$ cat config.mk
export PLATFORM = sky130hd
export DESIGN_NAME = mdp_front_flat
export DESIGN_NICKNAME = d
export VERILOG_FILES = /design/src/rtl/mdp_pkg.sv /design/src/rtl/mdp_ifs.sv /design/src/rtl/mdp_front.sv /design/src/flat_wrapper.sv
export SDC_FILE = /design/constraint.sdc
export NUM_CORES = 1
export LEC_CHECK = 0
export CORE_MARGIN = 3
export CORE_UTILIZATION = 45
export DETAILED_ROUTE_END_ITERATION = 16
export DONT_BUFFER_PORTS = 1
export MAX_ROUTING_LAYER = met4
export RECOVER_POWER = 50
export SETUP_SLACK_MARGIN = 0.5
export SYNTH_ARGS = -nofsm -noshare
export SYNTH_HDL_FRONTEND = slang
export SYNTH_SLANG_ARGS = --single-unit
$ cat constraint.sdc
create_clock -name clock -period 9.2 [get_ports clock]
set_clock_uncertainty 0.1 [all_clocks]
set_input_delay 0 -clock clock [delete_from_list [all_inputs] [get_ports clock]]
set_output_delay 0 -clock clock [all_outputs]
set_load 0.05 [all_outputs]
$ cat src/rtl/mdp_pkg.sv
// Shared constants, widths and log table for the Magnus dew point block.
package mdp_pkg;

   localparam int TEMP_W = 11;
   localparam int HUM_W = 10;
   localparam int DEW_W = 11;

   localparam int FRAC_BITS_DEF = 16;
   localparam int QUEUE_DEPTH = 4;

   // Magnus coefficients in scaled integer form
   localparam int B_X1000 = 18678;
   localparam int C_X100 = 25714;
   localparam int PCT_SCALE = 100;
   localparam int TENTHS = 10;

   // Q30 log datapath
   localparam int LOG_Q = 30;
   localparam int LOG_STEPS = 14;
   localparam int EXP_W = 4;
   localparam int ACC_W = 33;
   localparam int M_W = 31;
   localparam int RDEN_W = 22;
   localparam logic [29:0] LN2_Q30 = 30'd744261118;
   localparam logic [32:0] LN1000_Q30 = 33'd7417145753;

   // round(ln(1 + 2^-k) * 2^30)
   function automatic logic [28:0] ln_step(input int k);
      logic [28:0] v;
      case (k)
         1: v = 29'd435364845;
         2: v = 29'd239598564;
         3: v = 29'd126468572;
         4: v = 29'd65095192;
         5: v = 29'd33040817;
         6: v = 29'd16647494;
         7: v = 29'd8356010;
         8: v = 29'd4186133;
         9: v = 29'd2095107;
         10: v = 29'd1048064;
         11: v = 29'd524160;
         12: v = 29'd262112;
         13: v = 29'd131064;
         14: v = 29'd65534;
         default: v = '0;
      endcase
      return v;
   endfunction

   // width of the classified item passed from front to back
   function automatic int item_w(input int frac);
      return 1 + ACC_W + M_W + 1 + (frac + 25) + RDEN_W;
   endfunction

endpackage

$ cat src/rtl/mdp_ifs.sv
// Valid/ready channel interfaces for sample and result beats.
interface mdp_req_if;
   import mdp_pkg::*;
   logic valid;
   logic ready;
   logic signed [TEMP_W-1:0] temperature_tenths;
   logic [HUM_W-1:0] humidity_tenths;
   modport source(output valid, temperature_tenths, humidity_tenths, input ready);
   modport sink(input valid, temperature_tenths, humidity_tenths, output ready);
endinterface


$ cat src/rtl/mdp_front.sv
// Front stage: accepts sample beats and classifies them for the back pipeline.
module mdp_front #(
   parameter int FRAC_BITS = mdp_pkg::FRAC_BITS_DEF
) (
   input  logic clock,
   input  logic reset,
   mdp_req_if.sink req_ch,
   output logic push_valid,
   input  logic push_ready,
   output logic [mdp_pkg::item_w(FRAC_BITS)-1:0] push_item
);
   import mdp_pkg::*;

   localparam int NUM_W = FRAC_BITS + 25;

   typedef struct packed {
      logic err;
      logic [ACC_W-1:0] acc0;
      logic [M_W-1:0] m;
      logic t_neg;
      logic [NUM_W-1:0] num;
      logic [RDEN_W-1:0] den;
   } item_type;

   logic fv_ff;
   item_type item_ff, item_in;

   logic [TEMP_W-1:0] t_raw;
   logic [TEMP_W-1:0] t_abs;
   logic [EXP_W-1:0] e;
   logic [24:0] prod;
   logic [16:0] base;

   assign req_ch.ready = !fv_ff || push_ready;

   always_comb begin
      t_raw = req_ch.temperature_tenths;
      e = '0;
      for (int b = 0; b < HUM_W; b++) begin
         if (req_ch.humidity_tenths[b]) begin
            e = EXP_W'(b);
         end
      end
      t_abs = t_raw[TEMP_W-1] ? (TEMP_W'(0) - t_raw) : t_raw;
      prod = 25'(t_abs) * 25'(B_X1000);
      base = 17'(C_X100) + {{(17-TEMP_W){t_raw[TEMP_W-1]}}, t_raw} * 17'(TENTHS);
      item_in.err = (req_ch.humidity_tenths == '0);
      item_in.acc0 = ACC_W'(e) * ACC_W'(LN2_Q30);
      item_in.m = M_W'(req_ch.humidity_tenths) << (5'(LOG_Q) - 5'(e));
      item_in.t_neg = t_raw[TEMP_W-1];
      item_in.num = {prod, {FRAC_BITS{1'b0}}};
      item_in.den = RDEN_W'(base[15:0]) * RDEN_W'(PCT_SCALE);
   end

   always_ff @(posedge clock) begin
      if (reset) begin
         fv_ff <= 1'b0;
      end else if (req_ch.ready) begin
         fv_ff <= req_ch.valid;
      end
      if (req_ch.ready && req_ch.valid) begin
         item_ff <= item_in;
      end
   end

   assign push_valid = fv_ff;
   assign push_item = item_ff;
endmodule

$ cat src/flat_wrapper.sv
// flat-port wrapper written by rule: the top's interface ports become plain ports
module mdp_front_flat import mdp_pkg::*;
#(
   parameter int FRAC_BITS = mdp_pkg::FRAC_BITS_DEF
)
  (clock, reset, push_valid, push_ready, push_item, req_ch_valid, req_ch_temperature_tenths, req_ch_humidity_tenths, req_ch_ready);
  mdp_req_if req_ch_i ();
  input  logic clock;
  input  logic reset;
  output logic push_valid;
  input  logic push_ready;
  output logic [mdp_pkg::item_w(FRAC_BITS)-1:0] push_item;
  input wire logic [$bits(req_ch_i.valid)-1:0] req_ch_valid;
  input wire logic [$bits(req_ch_i.temperature_tenths)-1:0] req_ch_temperature_tenths;
  input wire logic [$bits(req_ch_i.humidity_tenths)-1:0] req_ch_humidity_tenths;
  output wire logic [$bits(req_ch_i.ready)-1:0] req_ch_ready;
  assign req_ch_i.valid = req_ch_valid;
  assign req_ch_i.temperature_tenths = req_ch_temperature_tenths;
  assign req_ch_i.humidity_tenths = req_ch_humidity_tenths;
  assign req_ch_ready = req_ch_i.ready;
  mdp_front #(.FRAC_BITS(FRAC_BITS)) u_core (.clock(clock), .reset(reset), .req_ch(req_ch_i), .push_valid(push_valid), .push_ready(push_ready), .push_item(push_item));
endmodule
==> summary.txt <==
STA
  • Worst-Margin Slew: 3.17 ns
  • FMAX: around 0.15 GHz
  • Hold Vio Cnt, Final: 0
  • Final Critical Period: between 6 and 7 ns
  • Final setup viols: 0
  • Slew headroom: -111%
  • RSZ-0062 raised after global routing: false
  • Tcrit/Tclk final: 73.2%
  • Setup TNS Final: 0 ns
  • Final Max Slew Viols: 56
  • PnR worst setup slack: roughly 2.5 ns

Die
  • Die width: 159 microns
  • Site row count: 55
  • Die ar.: approximately 0.025 sq mm
  • # IOs: 156
  • Core ar.: 0.0228 sq mm
  • Die span in y: 159 microns
  • Initial core utilization: 46.2%

Yosys
  • Share of synthesized registers carrying an async set or reset: 0%
  • Yosys warnings: 0
  • Netlist Area Pre-Place: 0.0106 sq mm
  • Yosys cell types: 82
  • Syn_area_per_cell: 10.3 sq um
  • Largest family of logic cells by synthesized area: adder cells
  • Cells after Synth: around 1000
  • #FFs+latches synth: roughly 110
  • Xor/xnor share of the synthesized area: between 6 and 7%
  • Ys flop type: edfxtp_1
  • Sequential fraction of the synthesis area: 30.6%
  • Count of flip-flops with a built-in enable after synthesis: around 110
  • Mux cell area share after synthesis: less than 1%
  • Synth Area in Simple Gates: a little under a tenth
  • Compound-cell area share of the yosys netlist: 13.1%
  • Adder-Cell Fraction of Synth Area: 31.4%

Critical path
  • CP Class: input pin to flip-flop
  • Largest fanout on the critical path: 7
  • Crit Reg-Reg Startpoint: u_core.push_valid
  • Crit path required time: 9.21 ns
  • Reg-to-reg setup timing slack: 4.44 ns
  • Critical path launch point type: input pin
  • R2R depth: 3
  • RR Endpoint: u_core.push_item[102]
  • CP endpoint kind: flip-flop
  • CP arrival: a little under 7 ns

Cells and area
  • Share of layout cells above drive strength 1: around 3.6%
  • Sequential cell area: 0.00323 sq mm
  • Design Area, Final: 0.0112 sq mm
  • Final net count: 1282
  • Final core utilization: 49.0%
  • FILL cells: 2187
  • Multi-input gate area: between 0.006 and 0.007 sq mm
  • Area Overhead vs Synth: 6.06%
  • Diode count: 0

Clock tree
  • # clock sinks: 108
  • CTS buffer count: 9
  • CTS tree: yes
  • # Post-CTS Setup Buffers: 0
  • Clock Latency Late Sink: 0.35 ns
  • Reg clk slew, reported paths: 0.08 ns
  • CTS Root Cell: clkbuf_16
  • Worst-case clock buffer depth: 2
  • H-tree depth: 3

Route
  • Iter 0 DRT Violations: 415
  • WL/cell: 16.4 microns
  • Vias per inst: roughly 5.3
  • Vias: 7166
  • Pre-antenna DRT Iters: 5
  • Routed Wire Length: 22.1 mm
  • DRC Markers: 0
  • DRT antenna net count: 0

Worst hold path
  • HP Start: req_ch_humidity_tenths[7]
  • Min-Delay Endpoint: u_core.push_item[86]
  • Hold Path Depth: 4
  • HP Class: input pin to flip-flop

Global routing
  • First-pass GRT wire length: roughly 37 mm
  • Pin count of the biggest net entering global routing: 56
  • Antenna violations before repair: 0
  • Vias in the first global route: a little over 7000
  • Total gr overflow: 0
  • GRT Total Usage: a little under a fifth

Run
  • Maxcap violations: 1

Outcome
  • Status: finished with violations
  • Failing checks: max-capacitance violations, max-slew violations

Placed design
  • I/O Buffers: 0
  • Placer congestion estimate: 0.895
  • Hpwl dp: 17.3 mm
  • Post-Place Setup Slack: approximately 2.9 ns
  • Placed Area: 0.0108 sq mm
-- layout make-up --
cell class / instances / share of cell area [%]
sequential: 108 / 28.9
inverter: 151 / 5.07
tap: 313 / 3.50
clock inverter: 6 / 0.548
clock buffer: 10 / 2.05
timing repair buffer: 14 / 1.12
multi-input combinational: 743 / 58.8
-- state kept, by name, summed over array words and instances, names as in the netlist --
name,flops
u_core.push_valid,1
u_core.push_item,107
-- cells by family after synthesis --
group	count (synthesis)
AND/OR/NAND/NOR	198
buffers and inverters	191
adder cells (fa/ha/maj)	230
multiplexers	9
AO/OA/AOI/OAI	203
XOR/XNOR	82
other	1
flip-flops	108
-- worst max path at each step --
stage	from	end	slack [ns]	depth (start not counted)
6_report	req_ch_temperature_tenths[0]	u_core.push_item[62]	2.47	21
5_1_grt	req_ch_temperature_tenths[0]	u_core.push_item[62]	2.10	23
4_1_cts	req_ch_temperature_tenths[0]	u_core.push_item[62]	2.53	21
3_5_place_dp	req_ch_temperature_tenths[5]	u_core.push_item[62]	2.85	20
3_3_place_gp	req_ch_temperature_tenths[5]	u_core.push_item[62]	2.99	20
2_1_floorplan	req_ch_temperature_tenths[5]	u_core.push_item[62]	3.39	20
-- metrics by stage --
stage               cells  hold slack [ns]
floorplan            1042          -0.0309
global placement     1318          -0.0295
detailed placement   1318          -0.0280
CTS                  1345           0.0236
global route         1345           0.0699
finish               1345           0.0401
-- critical path, stage by stage --
cell and delay, ns:
dlygate4sd3_1 0.67, inv_1 0.26, nand2_1 0.16, o41ai_1 0.57, xnor2_1 0.35, inv_1 0.19
fa_1 0.54, fa_1 0.40, inv_1 0.07, fa_1 0.44, fa_1 0.54, inv_1 0.05
fa_1 0.47, ha_1 0.40, and4_1 0.27, a31oi_1 0.30, nand2_1 0.17, a221o_1 0.32
a21o_1 0.21, a31oi_1 0.23, xnor2_1 0.09
-- layer usage --
layer	up-vias	wire (microns)	track usage (%)
li1	3557	-	-
met1	3410	10600	24.7
met2	176	10200	28.5
met3	23	982	3.25
met4	0	376	4.46
met5	-	0	-
-- what timing repair did --
action,4_1_cts,5_1_grt
hold buffers,11,0
hold endpoints to repair,16,0
resized for setup,0,0
-- cells in the mapped netlist, drive strengths merged, types with 3 or more instances --
library cell  number  area share (%)
a22o               3            0.25
a22oi              5            0.36
nand4              3            0.18
edfxtp           107              30
nand2b            16            0.95
nand2             39             1.4
o22ai              7            0.42
or3                3            0.18
inv              150             5.3
clkbuf            13            0.47
o21a              11            0.78
nor2b             15            0.96
mux2               3            0.32
a31o               4            0.33
ha               172              20
a21o              17             1.2
fa                58              11
and3               3            0.18
nor4               3            0.18
a211oi             8            0.62
xnor2             59             5.0
a2111oi            4            0.40
mux2i              6            0.57
a31oi             14            0.97
nand3             19            0.95
xor2              23             2.0
or2                5            0.30
and2               6            0.38
nor2              63             2.3
o21ai             38             1.8
nor3              13            0.62
a211o              4            0.33
o21bai             8            0.57
o211ai             8            0.57
a21oi             48             2.3
buf               27             1.8
-- cells in the final DEF (no fill, tap or decap), drive strengths merged, types with 6 or more instances in the layout --
| master | instances |
|---|---|
| clkbuf | 12 |
| a21o | 17 |
| o21a | 11 |
| nand2b | 16 |
| o21bai | 8 |
| xnor2 | 59 |
| and2 | 6 |
| nand3 | 19 |
| edfxtp | 107 |
| o22ai | 7 |
| xor2 | 23 |
| a31oi | 14 |
| o21ai | 38 |
| nor3 | 13 |
| dlygate4sd3 | 11 |
| ha | 172 |
| conb | 21 |
| nor2 | 63 |
| nor2b | 15 |
| mux2i | 6 |
| a211oi | 8 |
| a21oi | 48 |
| inv | 151 |
| nand2 | 39 |
| o211ai | 8 |
| fa | 58 |
Power is left out: the tool's default activity adds up to more than one toggle a clock period on the data nets, which glitch-free logic cannot reach.
