--- config.mk ---
export PLATFORM = sky130hd
export DESIGN_NAME = mdp_queue
export DESIGN_NICKNAME = d
export VERILOG_FILES = /design/src/rtl/mdp_pkg.sv /design/src/rtl/mdp_queue.sv
export SDC_FILE = /design/constraint.sdc
export NUM_CORES = 1
export LEC_CHECK = 0
export ABC_AREA = 1
export ABC_CLOCK_PERIOD_IN_PS = 4500
export BUFFER_PORTS_ARGS = -buffer_cell sky130_fd_sc_hd__buf_2
export CORE_ASPECT_RATIO = 0.5
export CORE_MARGIN = 2
export CORE_UTILIZATION = 60
export CTS_CLUSTER_SIZE = 25
export DETAILED_ROUTE_END_ITERATION = 10
export PLACE_DENSITY = 0.82
export SLEW_MARGIN = 20
export SYNTH_ARGS = -nofsm -noshare
export SYNTH_HDL_FRONTEND = slang
export SYNTH_SLANG_ARGS = --single-unit
--- constraint.sdc ---
create_clock -name clock -period 4.5 [get_ports clock]
set_clock_uncertainty 0.1 [all_clocks]
set_input_delay 0.45 -clock clock [delete_from_list [all_inputs] [get_ports clock]]
set_output_delay 0.45 -clock clock [all_outputs]
set_load 0.01 [all_outputs]
--- src/rtl/mdp_pkg.sv ---
// Shared constants, widths and log table for the Magnus dew point block.
package mdp_pkg;

   localparam int TEMP_W = 11;
   localparam int HUM_W = 10;
   localparam int DEW_W = 11;

   localparam int FRAC_BITS_DEF = 16;
   localparam int QUEUE_DEPTH = 4;

   // Magnus coefficients in scaled integer form
   localparam int B_X1000 = 18678;
   localparam int C_X100 = 25714;
   localparam int PCT_SCALE = 100;
   localparam int TENTHS = 10;

   // Q30 log datapath
   localparam int LOG_Q = 30;
   localparam int LOG_STEPS = 14;
   localparam int EXP_W = 4;
   localparam int ACC_W = 33;
   localparam int M_W = 31;
   localparam int RDEN_W = 22;
   localparam logic [29:0] LN2_Q30 = 30'd744261118;
   localparam logic [32:0] LN1000_Q30 = 33'd7417145753;

   // round(ln(1 + 2^-k) * 2^30)
   function automatic logic [28:0] ln_step(input int k);
      logic [28:0] v;
      case (k)
         1: v = 29'd435364845;
         2: v = 29'd239598564;
         3: v = 29'd126468572;
         4: v = 29'd65095192;
         5: v = 29'd33040817;
         6: v = 29'd16647494;
         7: v = 29'd8356010;
         8: v = 29'd4186133;
         9: v = 29'd2095107;
         10: v = 29'd1048064;
         11: v = 29'd524160;
         12: v = 29'd262112;
         13: v = 29'd131064;
         14: v = 29'd65534;
         default: v = '0;
      endcase
      return v;
   endfunction

   // width of the classified item passed from front to back
   function automatic int item_w(input int frac);
      return 1 + ACC_W + M_W + 1 + (frac + 25) + RDEN_W;
   endfunction

endpackage

--- src/rtl/mdp_queue.sv ---
// Short FIFO between the front and back parts.
module mdp_queue #(
   parameter int W = 8,
   parameter int DEPTH = mdp_pkg::QUEUE_DEPTH
) (
   input  logic clock,
   input  logic reset,
   input  logic push_valid,
   output logic push_ready,
   input  logic [W-1:0] push_data,
   output logic pop_valid,
   input  logic pop_ready,
   output logic [W-1:0] pop_data
);
   localparam int PW = (DEPTH > 1) ? $clog2(DEPTH) : 1;
   localparam int CW = $clog2(DEPTH + 1);

   logic [W-1:0] mem_ff [DEPTH];
   logic [PW-1:0] wr_ff, rd_ff;
   logic [CW-1:0] count_ff;
   logic do_push, do_pop;

   assign push_ready = (count_ff != CW'(DEPTH));
   assign pop_valid = (count_ff != '0);
   assign pop_data = mem_ff[rd_ff];
   assign do_push = push_valid && push_ready;
   assign do_pop = pop_valid && pop_ready;

   always_ff @(posedge clock) begin
      if (reset) begin
         wr_ff <= '0;
         rd_ff <= '0;
         count_ff <= '0;
      end else begin
         if (do_push) begin
            wr_ff <= (wr_ff == PW'(DEPTH - 1)) ? '0 : wr_ff + 1'b1;
         end
         if (do_pop) begin
            rd_ff <= (rd_ff == PW'(DEPTH - 1)) ? '0 : rd_ff + 1'b1;
         end
         if (do_push && !do_pop) begin
            count_ff <= count_ff + 1'b1;
         end else if (do_pop && !do_push) begin
            count_ff <= count_ff - 1'b1;
         end
      end
      if (do_push) begin
         mem_ff[wr_ff] <= push_data;
      end
   end
endmodule

==> results of run 1 <==
## critical path, stage by stage, from the launching register on
cell	delay, ns
dfxtp_1	0.69
inv_2	0.27
o21ai_0	0.23
o22ai_1	0.10
buf_2	0.15
## flip-flops by register name, indices dropped and copies added, names as in the netlist, named ones only
name / cells
rd_ff: 2
wr_ff: 2
count_ff: 3
mem_ff: 32
## placed cells by master, fill, tap and decap left out, drive strengths merged
cell,Yosys,final
a21oi,2,2
buf,2,21
bufinv,0,1
clkbuf,0,7
dfxtp,9,9
edfxtp,32,32
fa,1,1
ha,6,6
inv,16,16
nand2,14,14
nand3,1,1
nand3b,2,2
nand4,1,1
nor2,33,33
o21ai,17,17
o22ai,8,8
xor2,1,1
## area by class of cell
| class | instances | area [um2] | share of cell area (%) |
|---|---|---|---|
| Sequential cell | 41 | 1140 | 58.8 |
| Multi-Input combinational cell | 86 | 473 | 24.4 |
| Timing Repair Buffer | 21 | 105 | 5.41 |
| Clock buffer | 7 | 86.3 | 4.45 |
| Inverter | 16 | 60.1 | 3.09 |
| Tap cell | 37 | 46.3 | 2.38 |
| Clock inverter | 1 | 30.0 | 1.55 |
## power by group
part           internal, mW  switching [mW]  leakage (nW)  total, mW
logic                 0.128           0.203         0.348      0.330
registers             0.470          0.0505         0.368      0.520
clock network         0.181           0.115        0.0585      0.296
total                 0.778           0.368         0.774       1.15
## per-layer routing
layer	wire [um]	GRT usage [%]
met1	1250	22.6
met2	1380	32.2
met3	151	6.96
met4	36	6.21
met5	0	0
## metrics by stage
stage               utilization (%)  cell area [um2]
floorplan                         -             1700
global placement               69.3             1830
detailed placement             69.3             1830
CTS                            73.7             1940
global route                   73.7             1940
finish                         73.7             1940
## logic make-up (layout without fill, tap and decap cells)
group           Yosys count  after routing  synth area share [%]
simple gates             51             51                  12.5
flops                    41             41                  67.3
compound gates           27             27                  9.22
buf+inv                  18             45                  4.87
fa+ha+maj                 7              7                  5.60
xor+xnor                  1              1                 0.516
## path summary, 6_finish.rpt
kind | start | endpoint | slack, ns | depth (start not counted)
max | register | pop_data[3] | 2.22 | 4
min | reset | count_ff[0] | 0.23 | 2
max reg2reg | count_ff[1] | count_ff[1] | 2.54 | 9
min reg2reg | rd_ff[1] | rd_ff[1] | 0.43 | 2
## synthesized netlist by cell type
master | count | area share [%]
nand4_1 | 1 | 0.37
nor2_2 | 1 | 0.37
inv_2 | 1 | 0.22
o21ai_1 | 1 | 0.29
dfxtp_1 | 9 | 11
nand3b_1 | 2 | 0.88
buf_6 | 2 | 1.3
nand2_1 | 11 | 2.4
ha_1 | 6 | 4.4
o21ai_0 | 13 | 3.8
nor2_1 | 32 | 7.1
xor2_1 | 1 | 0.52
o21ai_2 | 3 | 1.5
nand3_1 | 1 | 0.29
a21oi_1 | 2 | 0.59
o22ai_1 | 8 | 2.9
fa_1 | 1 | 1.2
nand2_2 | 3 | 1.1
inv_1 | 15 | 3.3
edfxtp_1 | 32 | 57
==> qor.yml, run 1 <==
outcome:
  status: "completed"
drt:
  via_count: 1096
  routed_wl_um: 2820
  ant_nets: 0
  vias_per_cell: 5.24
  drt_iter0_markers: 35
  drc: 0
  firstDrtPassIters: 4
  routedWlPerCell_um: 13.5
cells_and_area:
  drive_above_1_share_pct: 20.9
  antenna_cells: 0
  finalNonFillerCells: 209
  area.growth.synth_to_final_pct: 14.5
  fillCellCount: 182
  layout.nets: 190
grt:
  grt_usage_pct: 18.9
  grt_max_degree: 18
  grt_overflow: 0
  grt_pass1_wl_um: 4570
  antenna_found_initial: 0
  first_global_vias: 1049
cts:
  cts_tree: "done"
  clock_latency_ns: 0.28
  cts_root_buf: "clkbuf_8"
  cts_sinks: 41
  clockBufferDepth: 2
  h-tree-depth: 2
  cts_resized: 0
  postCtsHoldBufs: 0
  cts_buffers: 5
  cts_setup_buffers: 0
  clkTransAtPathRegs_ns: 0.07
sta:
  post-route-worst-setup-slack_ns: 2.22
  setup_tns_ns: 0
  rsz0062_at_grt: "no"
  fin_crit_sh_pct: 50.6
  tightestPinTransition_ns: 0.737
  fin_crit_ns: 2.28
  slew_headroom_pct: 50.7
  setup_viol_count_final: 0
  report.final.hold_viol_count: 0
  whs_ns: 0.232
  fmax_mhz: 439
  drv_slew: 0
synth:
  synth_warnings: 0
  avgSynthCellArea_um2: 11.7
  synth_nets: 164
  synthCells: 145
  yosysSeqAreaShare_pct: 67.3
  synth_area_mm2: 0.00170
  synth.distinct_cells: 20
  yosys_register_bits: 41
worst_setup_path:
  cp_max_fo: 17
  required_ns: 3.95
  critPathLaunchType: "register"
  cp-end-kind: "primary output"
  cp_data_arrival_time_ns: 1.73
  critPathKind: "register to primary output"
floorplanning:
  start_util_pct: 64.4
  dieArea_mm2: 0.00329
  fp-row-count: 13
  core_mm2: 0.00264
  io_pins: 22
  dieHeight_um: 41.6
  die_w_um: 79.2
hold_path:
  hold_path_class: "input port to register"
power:
  ir_worst_vdd_uv: 353
  cellPowerDensity_mw_per_mm2: 590
  p_leak_nw: 0.774
  power_mw: 1.15
placed_design:
  port_buffers: 21
  pre_cts_ws_ns: 2.55
  hpwl_um: 1850
  gp_congestion: 0.761
  dp.cells: 201
run:
  maxCapViolations: 0
Power figures use the tool's default switching activity.
==> inputs of run 2 (changes only) <==
- ABC_CLOCK_PERIOD_IN_PS: 4500 -> 1900
- CORE_UTILIZATION: 60 -> 50
- PLACE_DENSITY: 0.82 -> 0.73
- clock period: 4.5 -> 1.9 ns (I/O delays scaled with it)
==> qor.yml, run 2 (same netlist as run 1, synthesis figures left out) <==
outcome:
  status: "completed"
cts:
  h-tree-depth: 2  # unchanged
  cts_root_buf: "clkbuf_8"
  clockBufferDepth: 2  # unchanged
  clock_latency_ns: 0.28  # about the same
  cts_buffers: 5  # unchanged
  cts_tree: "done"
  clkTransAtPathRegs_ns: 0.07  # about the same
  cts_sinks: 41  # unchanged
floorplanning:
  dieArea_mm2: 0.00390  # +18%
  core_mm2: 0.00312  # +18%
  dieHeight_um: 45.2  # +8.6%
  die_w_um: 86.4  # +9.1%
  start_util_pct: 54.4  # -10 points
  io_pins: 22  # unchanged
  fp-row-count: 14  # +1
power:
  combPwrFrac_pct: 31.0  # +2.2 points
  seqPwrFrac_pct: 45.0  # -0.4 points
  pwr-share-clk_pct: 24.0  # -1.8 points
  switchingPower_mw: 0.873  # +140%
  swShare_pct: 32.0  # -0.072 points
  cellPowerDensity_mw_per_mm2: 1360  # +130%
  power_mw: 2.73  # +140%
  p_leak_nw: 0.805  # +4.1%
  p_int_mw: 1.85  # +140%
  ir_worst_vdd_uv: 694  # +97%
placed_design:
  hpwl_um: 1770  # -4.2%
  place_area_mm2: 0.00187  # +2.7%
  gp_congestion: 0.752  # -1.2%
  dp.cells: 210  # +4.5%
  port_buffers: 21  # unchanged
grt:
  grt_overflow: 0  # unchanged
  antenna_found_initial: 0  # unchanged
  grt_pass1_wl_um: 4410  # -3.6%
  grt_max_degree: 17  # -1
  first_global_vias: 1014  # -3.3%
  grt_usage_pct: 16.0  # -2.9 points
worst_setup_path:
  required_ns: 1.97  # -1.98 ns
  path_buf_inv: 2  # unchanged
  cp_data_arrival_time_ns: 1.87  # +0.14 ns
  worstPathCellList: "nor2_4 > nand2_2 > nand2_2 > inv_1 > ha_2 > inv_1 > fa_1 > o21ai_0 > nor2_1"
  cp_max_fo: 4  # -13
  cp_top_family: "adder cells"
  cp-end-kind: "register"
  critPathKind: "register to register"
  crit_start: "count_ff[0]"
  critPathMaxStageDelay_ns: 0.41  # -0.28 ns
  rr_startpoint: "count_ff[0]"
  critPathLaunchType: "register"
  cp_slowest_cell: "fa_1"
sta:
  slew_headroom_pct: 79.4  # +29 points
  tightestPinTransition_ns: 0.308  # -0.430 ns
  whs_ns: 0.0145  # -0.217 ns
  setup_viol_count_final: 0  # unchanged
  rsz0062_at_grt: "yes"
  report.final.hold_viol_count: 0  # unchanged
  fin_crit_ns: 1.81
  fin_crit_sh_pct: 95.0
  fmax_mhz: 554
  drv_slew: 0  # unchanged
cells_and_area:
  antenna_cells: 0  # unchanged
  area.growth.synth_to_final_pct: 18.3
  fin_area_mm2: 0.00201  # +3.4%
  finalNonFillerCells: 219  # +4.8%
  finish.utilization_pct: 64.4  # -9.3 points
  layout.nets: 197  # +3.7%
  fillCellCount: 243  # +34%
  final_cell_mix: "nor2_1 (32), edfxtp_1 (32), buf_2 (21), inv_1 (15), o21ai_0 (13)"
  regMostFlops: "mem_ff"
  largest_reg_flops: 32  # unchanged
  drive_above_1_share_pct: 25.7  # +4.8 points
  reg.largest.list: "mem_ff (32), count_ff (3)"
hold_path:
  hold_path_class: "input port to register"
  hp-start: "push_data[1]"
drt:
  ant_nets: 0  # unchanged
  drc: 0  # unchanged
  firstDrtPassIters: 4  # unchanged
  via_count: 1071  # -2.3%
  routed_wl_um: 2700  # -4.1%
  drt_iter0_markers: 88  # +150%
  routedWlPerCell_um: 12.3  # -8.5%
  vias_per_cell: 4.89  # -6.7%
run:
  maxCapViolations: 0  # unchanged
## run 2: final cells by class
cell class / instances / area [um2] / share of cell area, %
Sequential cell: 41 / 1150 / 57.2
Tap cell: 40 / 50.0 / 2.49
Multi-Input combinational cell: 86 / 483 / 24.1
Timing Repair Buffer: 28 / 160 / 7.98
Clock buffer: 6 / 72.6 / 3.62
Clock inverter: 2 / 33.8 / 1.68
Inverter: 16 / 60.1 / 2.99
## run 2: worst paths after layout
| kind | endpoint | slack (ns) | cells past startpoint |
|---|---|---|---|
| min reg2reg | count_ff[1] | 0.44 | 2 |
| max reg2reg | count_ff[1] | 0.09 | 9 |
| min | mem_ff[1][1] | 0.01 | 1 |
| max | count_ff[1] | 0.09 | 9 |
## run 2: power by group through the flow
stage	combinational (mW)	clock (mW)	sequential [mW]
2_1_floorplan	0.587	0	1.20
3_3_place_gp	0.820	0	1.23
3_5_place_dp	0.832	0	1.23
4_1_cts	0.840	0.666	1.21
5_1_grt	0.962	0.704	1.25
6_report	0.846	0.654	1.23
## run 2: per-stage QoR
stage                      TNS, ns  setup slack [ns]
final                            0            0.0947
after global routing      -0.00196          -0.00196
after CTS                        0            0.0481
after detailed placement         0            0.0562
after global placement           0            0.0903
after floorplan                  0            0.0810
## run 2: what timing repair did
| action | CTS | global route |
|---|---|---|
| setup buffers | 0 | 0 |
| setup endpoints to repair | 0 | 3 |
| hold endpoints to repair | 1 | 0 |
| hold buffers | 1 | 0 |
| resized for setup | 0 | 7 |
## run 2: metal layers
layer  up-vias  wire length [um]  GRT usage, %
met2        24              1290          26.6
met5         -                 0             0
met4         0                17          8.44
met3         2               150          4.94
met1       485              1250          19.4
li1        560                 -             -
